`src/rtl/sia_pkg.sv`:
```
// shared constants, opcodes and controller/datapath interface structs
// for the slot id allocator; no dependencies
`timescale 1ns / 1ps

package sia_pkg;

	localparam int TABLE_SIZE = 4096;
	localparam int ADDR_W     = $clog2(TABLE_SIZE);
	localparam int PTR_W      = ADDR_W + 1;
	localparam int ID_W       = 12;
	localparam int HANDLE_W   = 64;

	localparam logic [PTR_W-1:0] PTR_END = PTR_W'(TABLE_SIZE);

	localparam logic OP_ALLOC   = 1'b0;
	localparam logic OP_RELEASE = 1'b1;

	typedef struct packed {
		logic take;
		logic set_exh;
		logic advance;
		logic rd_ahead;
		logic load_out;
	} cmd_t;

	typedef struct packed {
		logic need_scan;
		logic ptr_end;
		logic ahead_end;
		logic wrapped;
		logic slot_busy;
	} status_t;

endpackage

```
`src/rtl/sia_ctrl.sv`:
```
// controller: request intake, skip scan sequencing and result handoff
// depends on sia_pkg
`timescale 1ns / 1ps

module sia_ctrl (
	input  logic             clk,
	input  logic             arst_n,
	input  logic             req_valid,
	output logic             req_stall,
	output logic             rsp_valid,
	input  logic             rsp_stall,
	input  sia_pkg::status_t status,
	output sia_pkg::cmd_t    cmd
);
	import sia_pkg::*;

	localparam logic [1:0] ST_IDLE   = 2'd0;
	localparam logic [1:0] ST_SCAN   = 2'd1;
	localparam logic [1:0] ST_CHECK  = 2'd2;
	localparam logic [1:0] ST_RESULT = 2'd3;

	logic [1:0] state_q;
	logic [1:0] state_d;
	logic       rsp_valid_q;
	logic       out_free;

	assign out_free  = !rsp_valid_q || !rsp_stall;
	assign req_stall = state_q != ST_IDLE;
	assign rsp_valid = rsp_valid_q;

	always_comb begin
		cmd     = '0;
		state_d = state_q;
		unique case (state_q)
			ST_IDLE: begin
				if (req_valid) begin
					cmd.take = 1'b1;
					state_d  = status.need_scan ? ST_SCAN : ST_RESULT;
				end
			end
			ST_SCAN: begin
				// memory read of the pointer slot is issued here
				if (status.ptr_end) begin
					cmd.set_exh = 1'b1;
					state_d     = ST_RESULT;
				end else if (!status.wrapped) begin
					state_d = ST_RESULT;
				end else begin
					state_d = ST_CHECK;
				end
			end
			ST_CHECK: begin
				if (status.slot_busy) begin
					cmd.advance = 1'b1;
					if (status.ahead_end) begin
						cmd.set_exh = 1'b1;
						state_d     = ST_RESULT;
					end else begin
						// read the slot the pointer advances to, ready for the next check
						cmd.rd_ahead = 1'b1;
					end
				end else begin
					state_d = ST_RESULT;
				end
			end
			ST_RESULT: begin
				if (out_free) begin
					cmd.load_out = 1'b1;
					state_d      = ST_IDLE;
				end
			end
			default: begin
				state_d = ST_IDLE;
			end
		endcase
	end

	always_ff @(posedge clk or negedge arst_n) begin
		if (!arst_n) begin
			state_q     <= ST_IDLE;
			rsp_valid_q <= 1'b0;
		end else begin
			state_q <= state_d;
			if (cmd.load_out) begin
				rsp_valid_q <= 1'b1;
			end else if (!rsp_stall) begin
				rsp_valid_q <= 1'b0;
			end
		end
	end

`ifndef SYNTHESIS
	a_check_entry: assert property (@(posedge clk) disable iff (!arst_n)
		state_q == ST_CHECK |-> ($past(state_q) == ST_SCAN || $past(state_q) == ST_CHECK))
		else $error("check state entered without a scan");

	a_result_free: assert property (@(posedge clk) disable iff (!arst_n)
		(state_q == ST_RESULT && !rsp_valid_q) |=> (state_q == ST_IDLE && rsp_valid_q))
		else $error("result not handed off with free output");
`endif

endmodule
```
`config.mk`:
```
export PLATFORM = sky130hd
export DESIGN_NAME = sia_ctrl
export DESIGN_NICKNAME = d
export VERILOG_FILES = /design/src/rtl/sia_pkg.sv /design/src/rtl/sia_ctrl.sv
export SDC_FILE = /design/constraint.sdc
export NUM_CORES = 1
export LEC_CHECK = 0
export BUFFER_PORTS_ARGS = -buffer_cell sky130_fd_sc_hd__buf_2
export CORE_AREA = 2 2 39 41
export DETAILED_ROUTE_END_ITERATION = 10
export DIE_AREA = 0 0 41 43
export GPL_TIMING_DRIVEN = 0
export PLACE_DENSITY_LB_ADDON = 0.3
export SETUP_SLACK_MARGIN = 0.1
export SYNTH_ARGS = -nofsm -noshare
export SYNTH_HDL_FRONTEND = slang
export SYNTH_SLANG_ARGS = --single-unit
```
`constraint.sdc`:
```
create_clock -name clk -period 1.3 [get_ports clk]
set_clock_uncertainty 0.05 [all_clocks]
set_input_delay 0.26 -clock clk [delete_from_list [all_inputs] [get_ports clk]]
set_output_delay 0.26 -clock clk [all_outputs]
set_load 0.02 [all_outputs]
```
==> Word level (Yosys, flattened, before mapping) <==
Cells that the tools add are included.
W data, S select, Z words.
{ "totals": {"register_bits": 3, "output_inout_bits": 7, "wordCells": 35} }
{ "classes": {"n_eq_ne": 7, "mux": 20, "reduce_logical": 6} }
{ "ops": {"columns": ["operator", "n"], "rows": [
  ["$mux W2", 7],
  ["$mux W1", 10],
  ["$pmux W2 S4", 1],
  ["$eq A2 B2 Y1 const B", 2],
  ["$ne A2 B2 Y1 const B", 2],
  ["$mux W3", 1],
  ["$ne A3 B3 Y1 const B", 1],
  ["$reduce_and A3 Y1", 1],
  ["$eq A2 B1 Y1 const B", 1],
  ["$logic_not A1 Y1", 2],
  ["$logic_not A2 Y1", 1],
  ["$ne A2 B1 Y1 const B", 1],
  ["$pmux W1 S2", 1],
  ["$reduce_bool A2 Y1", 1],
  ["$logic_or A1 B1 Y1", 1]
]} }

==> Depth between registers and ports, before layout <==
{ "depth": {"ltp_word": 5, "mapped_depth": 5} }

==> Least setup slack after synthesis <==
No wires, ideal clock.
{ "synth_timing": {"path_type": "register to output", "from": "register state_q[0]", "to": "output cmd[3] in the netlist's numbering", "arrival_time_ns": 1.083, "required_ns": 0.990, "slack_ns": -0.093, "stages_incl_launch_ff": 4, "cell_sequence": "dfrtp_1 inv_1 ha_1 nor2b_1"} }
{ "synth_lines": {"columns": ["element", "line_no", "text"], "rows": [
  ["from (decl)", "sia_ctrl.sv:22", "logic [1:0] state_q;"],
  ["from (signal assigned)", "sia_ctrl.sv:83", "state_q <= state_d;"],
  ["to (decl)", "sia_ctrl.sv:13", "output sia_pkg::cmd_t cmd"]
]} }

==> out/metrics.yaml <==
timing:
  rsz0062_at_grt: "yes"
  whs_ns: 0.258
  worst_pin_slew_ns: 0.194
  setup_viol: 8
  fmax_mhz: 625
  layout_setup_ws_ns: -0.300
  hold_viol_final: 0
  final.min_clock_period_ns: 1.60
  finalCritPeriodShare_pct: 123
  slew_violations: 0
  relSlewSlack_pct: 87.0
global_route:
  grtUsageTotal_pct: 10.6
  grt.overflow.total: 0
  grt_pass1_vias: 319
  grt_max_degree: 6
  grt_pass1_wl_um: 1200
  antenna_found_initial: 0
cells_and_area:
  finish.utilization_pct: 46.7
  diodes: 0
  syn_to_final_growth_pct: 101
  layout.nets: 74
  nFillCells: 141
  drive_above_1_share_pct: 77.6
  multiInputGateArea_um2: 328
  seqCellArea_um2: 77.6
setup_path:
  cp_num_buf_inv: 2
  critPathArrivalTime_ns: 1.29
  r2r_cells: 6
  cp-end-kind: "output port"
  cpLargestDelayFamily: "flip-flops"
  worstSetupPathType: "flop to output port"
  critical_path_cell_count: 5
  start_kind: "flop"
  slowest_stage: "dfrtp_1"
  path_max_fanout: 3
  path_cells: "buf_4 > ha_4 > a32oi_2 > nor2b_2 > buf_6"
  slowest_delay_ns: 0.40
  critical_path_required_ns: 0.99
clocking:
  clkTransAtPathRegs_ns: 0.04
  cts.sinks: 3
  cts_tree: "done"
  numCtsBuffers: 3
  clockBufferDepth: 2
  cts_max_level: 1
  clk_latency_ns: 0.23
  cts_root_buffer: "clkbuf_4"
routing:
  ant_nets: 0
  drtIter0Drc: 1
  dr.pass1.iters: 3
  vias_per_cell: 4.22
  wl_per_cell_um: 9.86
  routed_wirelength_um: 730
  vias: 312
  route.detailed.drc: 0
floorplanning:
  die_w_um: 41
  row_count: 14
  dieArea_um2: 1760
  die_y_um: 43
  ioPinCount: 16
  core_area_um2: 1380
  start_util_pct: 23.2
placement:
  gp_congestion: 0.773
  io_buffers: 15
  hpwl_um: 476
synthesis:
  syn_avg_cell_area_um2: 10.4
  ys_seq_area_share_pct: 23.3
  ys_types: 19
  postSynthCellCount: 31
  yosys_register_bits: 3
  syn_nets: 46
  synth_warnings: 0
  syn_area_um2: 322
pwr:
  ir_drop_mv: 0.990
  power.density_nw_per_um2: 2330
  p_leak_nw: 0.308
job:
  maxCapViolations: 0
outcome:
  violations: "setup timing"
  status: "finished, violations left"
hold_path:
  hold_class: "input port to flop"
  hold_depth: 4
-- timing repair --
action | in CTS | in global routing
endpoints found under the setup margin | 8 | 9
hold buffers | 1 | 0
setup buffers | 4 | 3
gates resized for setup | 19 | 8
endpoints found under the hold margin | 3 | 0
pin swaps | 3 | 1
-- worst register-to-register path: cells and delay by family, from the launching register on --
family	cells	cell delay [ns]
and+or+nand+nor	2	0.16
DFF	1	0.47
buffers and inverters	2	0.26
AOI/OAI and AO/OA	1	0.36
adders and majority gates	1	0.15
-- registers in the layout, indices dropped and copies added, names as in the netlist --
name / count
rsp_valid: 1
state_q: 2
-- per-layer routing --
| metal | vias to the layer above | part of all wire, % | track usage, % |
|---|---|---|---|
| li1 | 162 | - | - |
| met1 | 144 | 40 | 10.9 |
| met2 | 6 | 57 | 15.9 |
| met3 | 0 | 3.0 | 1.57 |
| met4 | 0 | 0 | 12.0 |
| met5 | - | 0 | 0 |
-- per-stage QoR --
step                      worst slack [ns]  total power, mW  TNS, ns  instance area (um^2)  std cells
final                               -0.300             1.50    -1.73                   646         74
after global placement              -0.145            0.869   -0.377                   433         62
after CTS                           -0.314             1.33    -1.53                   579         71
after global routing                -0.368             1.64    -2.16                   646         74
after floorplan                    -0.0329            0.707  -0.0474                   338         31
after detailed placement            -0.141            0.867   -0.338                   433         62
-- placed cells by master, fill, tap and decap left out, types with 2 or more instances in the layout --
cell	netlist	layout
buf_2	0	10
buf_4	0	6
buf_6	0	6
clkbuf_4	0	3
dfrtp_2	0	2
ha_4	0	6
inv_1	5	2
inv_2	0	2
nand3_4	1	2
-- Yosys cell counts, drive strengths merged --
library cell	n	area [um^2]
a21boi	2	15.0
a21o	1	7.51
a32oi	1	8.76
a41o	1	10.0
and2	2	12.5
dfrtp	3	75.1
ha	6	75.1
inv	5	18.8
mux2i	1	10.0
nand2	1	3.75
nand2b	1	8.76
nand3	2	27.5
nand3b	1	20.0
nor2b	1	6.26
o21ai	1	5.00
o41a	1	11.3
or2	1	6.26
-- path summary, 6_finish.rpt --
path,start,to,slack [ns]
setup / recovery,state_q[0]$_DFFE_PN0P_,cmd[3],-0.30
max in group asynchronous,arst_n,rsp_valid$_DFFE_PN0P_,0.78
setup reg to reg,state_q[1]$_DFFE_PN0P_,state_q[0]$_DFFE_PN0P_,-0.26
hold / removal,status[4],state_q[1]$_DFFE_PN0P_,0.26
hold reg to reg,rsp_valid$_DFFE_PN0P_,rsp_valid$_DFFE_PN0P_,0.50
min in group asynchronous,arst_n,state_q[0]$_DFFE_PN0P_,0.30
-- area by class of cell --
type                            count  area share, %
Clock buffer                        4           4.07
Inverter                            5           3.29
Multi-Input combinational cell     23           50.8
Sequential cell                     3           12.0
Tap cell                           16           3.10
Timing Repair Buffer               23           26.7
-- kinds of logic (layout without fill, tap and decap cells) --
family | Yosys count | count (layout) | share of synthesized area [%]
AND/OR/NAND/NOR | 9 | 9 | 26.5
AO/OA/AOI/OAI | 7 | 7 | 17.9
adder cells (fa/ha/maj) | 6 | 6 | 23.3
buffers and inverters | 5 | 32 | 5.84
flip-flops | 3 | 3 | 23.3
multiplexers | 1 | 1 | 3.11
-- report_power, final --
group / internal [mW] / switching, mW / leakage [nW] / total [mW]
logic: 0.604 / 0.496 / 0.260 / 1.10
registers: 0.153 / 0.0863 / 0.0327 / 0.239
clock network: 0.115 / 0.0494 / 0.0150 / 0.165
total: 0.872 / 0.631 / 0.308 / 1.50
(Power assumes the default switching activity.)
